**src/rtl/core/size_class_pool_allocator_defines.svh**
```systemverilog
// ----------------------------------------------------------------------------
// Size-class pool allocator assertion macros
// Implication checks on the local clk, disabled while arst_n is low.
// ----------------------------------------------------------------------------
`ifndef SIZE_CLASS_POOL_ALLOCATOR_DEFINES_SVH
`define SIZE_CLASS_POOL_ALLOCATOR_DEFINES_SVH

`ifndef SYNTHESIS
// same-cycle implication
`define SCPA_ASSERT_IMP(lbl, ante, cons, msg) \
	lbl: assert property (@(posedge clk) disable iff (!arst_n) (ante) |-> (cons)) \
		else $error(msg);
// next-cycle implication
`define SCPA_ASSERT_NXT(lbl, ante, cons, msg) \
	lbl: assert property (@(posedge clk) disable iff (!arst_n) (ante) |=> (cons)) \
		else $error(msg);
`else
`define SCPA_ASSERT_IMP(lbl, ante, cons, msg)
`define SCPA_ASSERT_NXT(lbl, ante, cons, msg)
`endif

`endif

```
**src/rtl/core/scpa_pkg.sv**
```systemverilog
// ----------------------------------------------------------------------------
// scpa_pkg
// Shared types, codes and constants of the size-class pool allocator.
// ----------------------------------------------------------------------------
package scpa_pkg;

	localparam int unsigned NUM_BINS = 8;
	localparam int unsigned BIN_W    = 3;
	localparam int unsigned BS_W     = 7;   // block size up to 64
	localparam int unsigned ALIGN_W  = 24;  // lowest set bit of a 24-bit value
	localparam logic [15:0] MAX_POOL_SIZE = 16'd64;
	localparam logic [31:0] LOW24_MASK    = 32'h00FF_FFFF;
	localparam int unsigned BIN_SHIFT     = 3;

	localparam logic [1:0] REG_BASE    = 2'd0;
	localparam logic [1:0] REG_CNT_LOW = 2'd1;
	localparam logic [1:0] REG_CNT_HIGH = 2'd2;

	typedef enum logic [1:0] {
		CMD_INIT  = 2'd0,
		CMD_ALLOC = 2'd1,
		CMD_FREE  = 2'd2,
		CMD_FIND  = 2'd3
	} cmd_code_t;

	typedef enum logic [1:0] {
		STS_OK   = 2'd0,
		STS_FAIL = 2'd1,
		STS_DUP  = 2'd2
	} status_code_t;

	typedef struct packed {
		logic [1:0]  command;
		logic [15:0] request_size;
		logic [15:0] required_alignment;
		logic [31:0] block_address;
	} req_t;

	typedef struct packed {
		logic [1:0]  status;
		logic [31:0] result_address;
		logic [2:0]  owner_bin;
	} rsp_t;

	typedef enum logic [3:0] {
		ST_IDLE,
		ST_DECODE,
		ST_INIT_BIN,
		ST_INIT_FILL,
		ST_ALLOC_PICK,
		ST_ALLOC_RD,
		ST_ALLOC_MUL,
		ST_ALLOC_ADD,
		ST_OWN,
		ST_OWN_CHK,
		ST_DIV,
		ST_FREE_WR,
		ST_RESULT
	} state_t;

	// controller -> datapath
	typedef struct packed {
		logic latch;
		logic init_start;
		logic init_bin;
		logic fill_wr;
		logic init_next;
		logic init_finish;
		logic pick;
		logic alloc_rd;
		logic alloc_mul;
		logic alloc_add;
		logic own;
		logic div_start;
		logic div_step;
		logic free_wr;
		logic res_fail;
		logic res_dup;
		logic res_find;
		logic load_out;
	} ctl_t;

	// datapath -> controller
	typedef struct packed {
		cmd_code_t cmd;
		logic      size_ok;
		logic      inited;
		logic      fill_done;
		logic      last_bin;
		logic      found;
		logic      owned;
		logic      can_free;
		logic      div_done;
	} stat_t;

	// pools are laid out in this bin order from the base address
	function automatic logic [BIN_W-1:0] layout_bin(input logic [BIN_W-1:0] k);
		logic [BIN_W-1:0] b;
		case (k)
			3'd0:    b = 3'd7;
			3'd1:    b = 3'd3;
			3'd2:    b = 3'd5;
			3'd3:    b = 3'd1;
			3'd4:    b = 3'd0;
			3'd5:    b = 3'd2;
			3'd6:    b = 3'd4;
			3'd7:    b = 3'd6;
			default: b = 3'd0;
		endcase
		return b;
	endfunction

	function automatic logic [BS_W-1:0] block_size(input logic [BIN_W-1:0] bin);
		logic [3:0] m;
		m = {1'b0, bin} + 4'd1;
		return {m, 3'b000};
	endfunction

endpackage

```
**src/rtl/core/scpa_ctrl.sv**
```systemverilog
// ----------------------------------------------------------------------------
// scpa_ctrl
// Allocator sequencer: takes one request at a time, steps the datapath
// and hands the response to the output register.
// ----------------------------------------------------------------------------
`include "size_class_pool_allocator_defines.svh"

module scpa_ctrl import scpa_pkg::*; (
	input  logic  clk,
	input  logic  arst_n,
	input  logic  req_valid,
	output logic  req_stall,
	output logic  rsp_valid,
	input  logic  rsp_stall,
	input  stat_t stat,
	output ctl_t  ctl
);

	state_t state_q, state_d;
	logic   out_valid_q;
	logic   out_free;

	assign out_free  = !out_valid_q || !rsp_stall;
	assign req_stall = (state_q != ST_IDLE);
	assign rsp_valid = out_valid_q;

	always_comb begin
		state_d = state_q;
		case (state_q)
			ST_IDLE:       if (req_valid) state_d = ST_DECODE;
			ST_DECODE: begin
				case (stat.cmd)
					CMD_INIT:  state_d = stat.inited ? ST_RESULT : ST_INIT_BIN;
					CMD_ALLOC: state_d = stat.size_ok ? ST_ALLOC_PICK : ST_RESULT;
					default:   state_d = ST_OWN;
				endcase
			end
			ST_INIT_BIN:   state_d = ST_INIT_FILL;
			ST_INIT_FILL: begin
				if (stat.fill_done) state_d = stat.last_bin ? ST_RESULT : ST_INIT_BIN;
			end
			ST_ALLOC_PICK: state_d = ST_ALLOC_RD;
			ST_ALLOC_RD:   state_d = stat.found ? ST_ALLOC_MUL : ST_RESULT;
			ST_ALLOC_MUL:  state_d = ST_ALLOC_ADD;
			ST_ALLOC_ADD:  state_d = ST_RESULT;
			ST_OWN:        state_d = ST_OWN_CHK;
			ST_OWN_CHK: begin
				if (!stat.owned || stat.cmd == CMD_FIND || !stat.can_free) state_d = ST_RESULT;
				else state_d = ST_DIV;
			end
			ST_DIV:        if (stat.div_done) state_d = ST_FREE_WR;
			ST_FREE_WR:    state_d = ST_RESULT;
			ST_RESULT:     if (out_free) state_d = ST_IDLE;
			default:       state_d = ST_IDLE;
		endcase
	end

	always_comb begin
		ctl = '0;
		case (state_q)
			ST_IDLE:   ctl.latch = req_valid;
			ST_DECODE: begin
				case (stat.cmd)
					CMD_INIT: begin
						ctl.res_dup    = stat.inited;
						ctl.init_start = !stat.inited;
					end
					CMD_ALLOC: ctl.res_fail = !stat.size_ok;
					default: ;
				endcase
			end
			ST_INIT_BIN:  ctl.init_bin = 1'b1;
			ST_INIT_FILL: begin
				ctl.fill_wr     = !stat.fill_done;
				ctl.init_finish = stat.fill_done && stat.last_bin;
				ctl.init_next   = stat.fill_done && !stat.last_bin;
			end
			ST_ALLOC_PICK: ctl.pick = 1'b1;
			ST_ALLOC_RD: begin
				ctl.alloc_rd = stat.found;
				ctl.res_fail = !stat.found;
			end
			ST_ALLOC_MUL: ctl.alloc_mul = 1'b1;
			ST_ALLOC_ADD: ctl.alloc_add = 1'b1;
			ST_OWN:       ctl.own = 1'b1;
			ST_OWN_CHK: begin
				if (!stat.owned) ctl.res_fail = 1'b1;
				else if (stat.cmd == CMD_FIND) ctl.res_find = 1'b1;
				else if (!stat.can_free) ctl.res_fail = 1'b1;
				else ctl.div_start = 1'b1;
			end
			ST_DIV:     ctl.div_step = !stat.div_done;
			ST_FREE_WR: ctl.free_wr = 1'b1;
			ST_RESULT:  ctl.load_out = out_free;
			default: ;
		endcase
	end

	always_ff @(posedge clk or negedge arst_n) begin
		if (!arst_n) begin
			state_q     <= ST_IDLE;
			out_valid_q <= 1'b0;
		end else begin
			state_q     <= state_d;
			out_valid_q <= ctl.load_out || (out_valid_q && rsp_stall);
		end
	end

	`SCPA_ASSERT_IMP(a_load_in_result, ctl.load_out, state_q == ST_RESULT, "response loaded outside result state")
	`SCPA_ASSERT_NXT(a_load_sets_valid, ctl.load_out, out_valid_q, "loaded response not presented")
	`SCPA_ASSERT_NXT(a_accept_decodes, state_q == ST_IDLE && req_valid, state_q == ST_DECODE, "accepted request not decoded")
	`SCPA_ASSERT_NXT(a_div_to_write, state_q == ST_DIV && stat.div_done, state_q == ST_FREE_WR, "divide done without stack write")

endmodule

```
**config.mk**
```make
export PLATFORM = sky130hd
export DESIGN_NAME = scpa_ctrl
export DESIGN_NICKNAME = d
export VERILOG_FILES = /design/src/rtl/core/scpa_pkg.sv /design/src/rtl/core/scpa_ctrl.sv
export VERILOG_INCLUDE_DIRS = /design/src /design/src/rtl/core
export SDC_FILE = /design/constraint.sdc
export NUM_CORES = 1
export LEC_CHECK = 0
export BUFFER_PORTS_ARGS = -buffer_cell sky130_fd_sc_hd__buf_4
export CAP_MARGIN = 10
export CORE_MARGIN = 3
export CORE_UTILIZATION = 40
export DETAILED_ROUTE_END_ITERATION = 12
export GPL_TIMING_DRIVEN = 0
export PLACE_DENSITY = 0.75
export SLEW_MARGIN = 25
export SYNTH_ARGS = -nofsm -noshare
export SYNTH_HDL_FRONTEND = slang
export SYNTH_SLANG_ARGS = --single-unit
```
**constraint.sdc**
```tcl
create_clock -name clk -period 2.22 [get_ports clk]
set_clock_uncertainty 0.1 [all_clocks]
set_input_delay 0.222 -clock clk [delete_from_list [all_inputs] [get_ports clk]]
set_output_delay 0.222 -clock clk [all_outputs]
set_load 0.02 [all_outputs]
```
==> flow_summary.ini <==
[sta]
relSlewSlack_pct = 71.7
fmaxAchievable_mhz = 472
rsz0062_at_grt = false
drv_slew = 0
fin_crit_ns = 2.12
fin_crit_sh_pct = 95.5
worst_slew_pin_slew_ns = 0.420
hold_viol = 0
setup-tns-final_ns = 0
setup_viol = 0

[pwr]
total_power_uw = 978
power.leakage_nw = 0.420
ir_drop_mv = 0.705
power_density_mw_per_mm2 = 1120

[global_routing]
grt_max_degree = 11
antenna_found_initial = 0
grt_first_pass_wirelength_um = 2800
grt_overflow = 0
grt_pass1_vias = 609
grtUsageTotal_pct = 20.2

[status]
status = finished, final reports clean

[yosys]
syn_area_per_cell_um2 = 7.12
synthDistinctLibCells = 30
syn_inst = 80
ys_seq_area_share_pct = 22.0
synth_fp_nets = 94
yosys_warnings = 0
synth_seq_cells = 5
synthesis.area_um2 = 569

[route]
drc = 0
drt-vias-per-instance = 5.54
dr.pass1.iters = 4
wire_per_inst_um = 13.4
vias = 731
postRouteAntennaNets = 0
wirelength_um = 1760
drtIter0Drc = 21

[floorplan]
rows = 12
dieArea_mm2 = 0.00191
fp.coreArea_mm2 = 0.00122
die_h_um = 43.7
io_pins = 34
start_util_pct = 46.8
die_w_um = 43.7

[cts]
clk_latency_ns = 0.26
clock_sinks = 5
cts_max_path_buffers = 2
cts_tree = yes
clkSlewWorstSetupHoldPaths_ns = 0.05
cts_buffers = 3
post_cts_resized = 0
cts_max_level = 1
root_buffer = clkbuf_4

[placed_design]
port_buffers = 33
dpl_cell_area_um2 = 835
gp_congestion = 0.884
dp.final_hpwl_um = 1400

[layout]
syn2layout_area_growth_pct = 53.2
antenna_cells = 0
nets = 133
drive_gt1_share_pct = 41.5
final_cell_area_um2 = 872
final_util_pct = 71.7

[critical_path]
startpoint_type = flop
worst-path-max-fanout = 10
end_kind = primary output
path_class = reg2out
cp.required_ns = 1.90
cp.arrival_ns = 1.80

[hold_path]
hold_class = in2reg

[job]
maxCapViolations = 0
==> metrics by stage <==
stage,std cells,hold WS (ns),setup slack [ns]
after CTS,132,0.140,0.116
after global placement,127,-0.0755,0.428
after global routing,132,0.178,0.0276
after floorplan,80,-0.174,0.385
after detailed placement,127,-0.0706,0.402
final,132,0.136,0.0994
==> layer usage <==
| layer | part of all wire [%] | wire length, um | vias up | GRT usage (%) |
|---|---|---|---|---|
| met5 | 0 | 0 | - | 0 |
| met4 | 3.9 | 69 | 0 | 16.3 |
| met3 | 12 | 211 | 7 | 4.56 |
| met2 | 44 | 780 | 50 | 29.9 |
| met1 | 40 | 701 | 314 | 24.6 |
| li1 | - | - | 360 | - |
==> cell families (layout without fill, tap and decap cells) <==
group | after synthesis | in the layout | synth area share [%]
buffers and inverters | 9 | 47 | 8.35
flip-flops | 5 | 5 | 22.0
AO/OA/AOI/OAI | 20 | 20 | 25.3
AND/OR/NAND/NOR | 46 | 46 | 44.4
==> layout make-up <==
| type | count | area (um2) |
|---|---|---|
| Clock inverter | 1 | 5.00 |
| Multi-Input combinational cell | 66 | 397 |
| Buffer | 4 | 28.8 |
| Sequential cell | 5 | 125 |
| Timing Repair Buffer | 34 | 258 |
| Clock buffer | 3 | 22.5 |
| Fill cell | 111 | 344 |
| Tap cell | 14 | 17.5 |
| Inverter | 5 | 18.8 |
==> where the power goes <==
| part | switching, mW | internal, mW | leakage (nW) | total [mW] |
|---|---|---|---|---|
| Sequential | 0.0233 | 0.130 | 0.0641 | 0.153 |
| Clock | 0.0491 | 0.0659 | 0.0177 | 0.115 |
| Combinational | 0.408 | 0.302 | 0.339 | 0.709 |
| Total | 0.480 | 0.498 | 0.420 | 0.978 |
==> sequential cells by signal, indices dropped and copies added, names as in the netlist <==
| register | cells |
|---|---|
| state_q | 4 |
| rsp_valid | 1 |
==> cell usage after synthesis <==
cell	count	area share (%)
o2bb2ai_1	1	1.5
o21bai_1	2	2.6
nand2_1	7	4.6
dfrtp_1	5	22
or2_4	1	1.5
or4_1	1	1.3
nand4bb_1	1	2.0
nand2b_2	3	4.6
buf_2	2	1.8
buf_6	1	2.0
o221ai_2	1	2.6
nor3_2	1	1.8
inv_1	5	3.3
o21ai_1	1	0.88
buf_4	1	1.3
a21oi_1	6	5.3
nor3_1	6	5.3
or3_4	1	2.0
and2_1	1	1.1
nor2_1	15	9.9
a221oi_1	1	1.5
o21ai_0	3	2.6
nor4_1	1	1.1
a311o_1	1	1.8
nand4_1	1	1.1
a2bb2oi_1	1	1.5
a2bb2oi_2	1	2.6
o22ai_1	2	2.2
nand2b_1	6	6.6
nand4b_1	1	1.5
==> worst max-delay path: stages (launching register included) <==
cell and delay [ns]:
dfrtp_1 0.37, buf_6 0.14, or2_4 0.25, or3_4 0.40, nor3_2 0.19, buf_4 0.19
==> placed cells by master (no fill, tap or decap), drive strengths merged, types with 2 or more instances in the layout <==
master   count
o21ai        4
a2bb2oi      2
nor3         7
clkbuf       3
a21oi        6
o21bai       2
buf         37
nand2b       9
dfrtp        5
nand2        7
inv          5
nor2        15
o22ai        2
==> repair_timing <==
action | CTS | global route
endpoints found under the setup margin | 0 | 0
hold buffers | 1 | 0
buffers inserted | 0 | 0
hold endpoints to repair | 5 | 0
==> path summary, 6_finish.rpt <==
path,start,end,slack (ns),depth (start not counted)
max reg2reg,state_q[2],state_q[1],0.54,5
min in group asynchronous,arst_n,state_q[3],0.20,2
max,state_q[3],ctl[16],0.1,5
max in group asynchronous,arst_n,state_q[0],1.71,2
min,rsp_stall,rsp_valid,0.14,3
min reg2reg,rsp_valid,rsp_valid,0.47,2
Note: power is estimated with default switching activity, not from simulation.
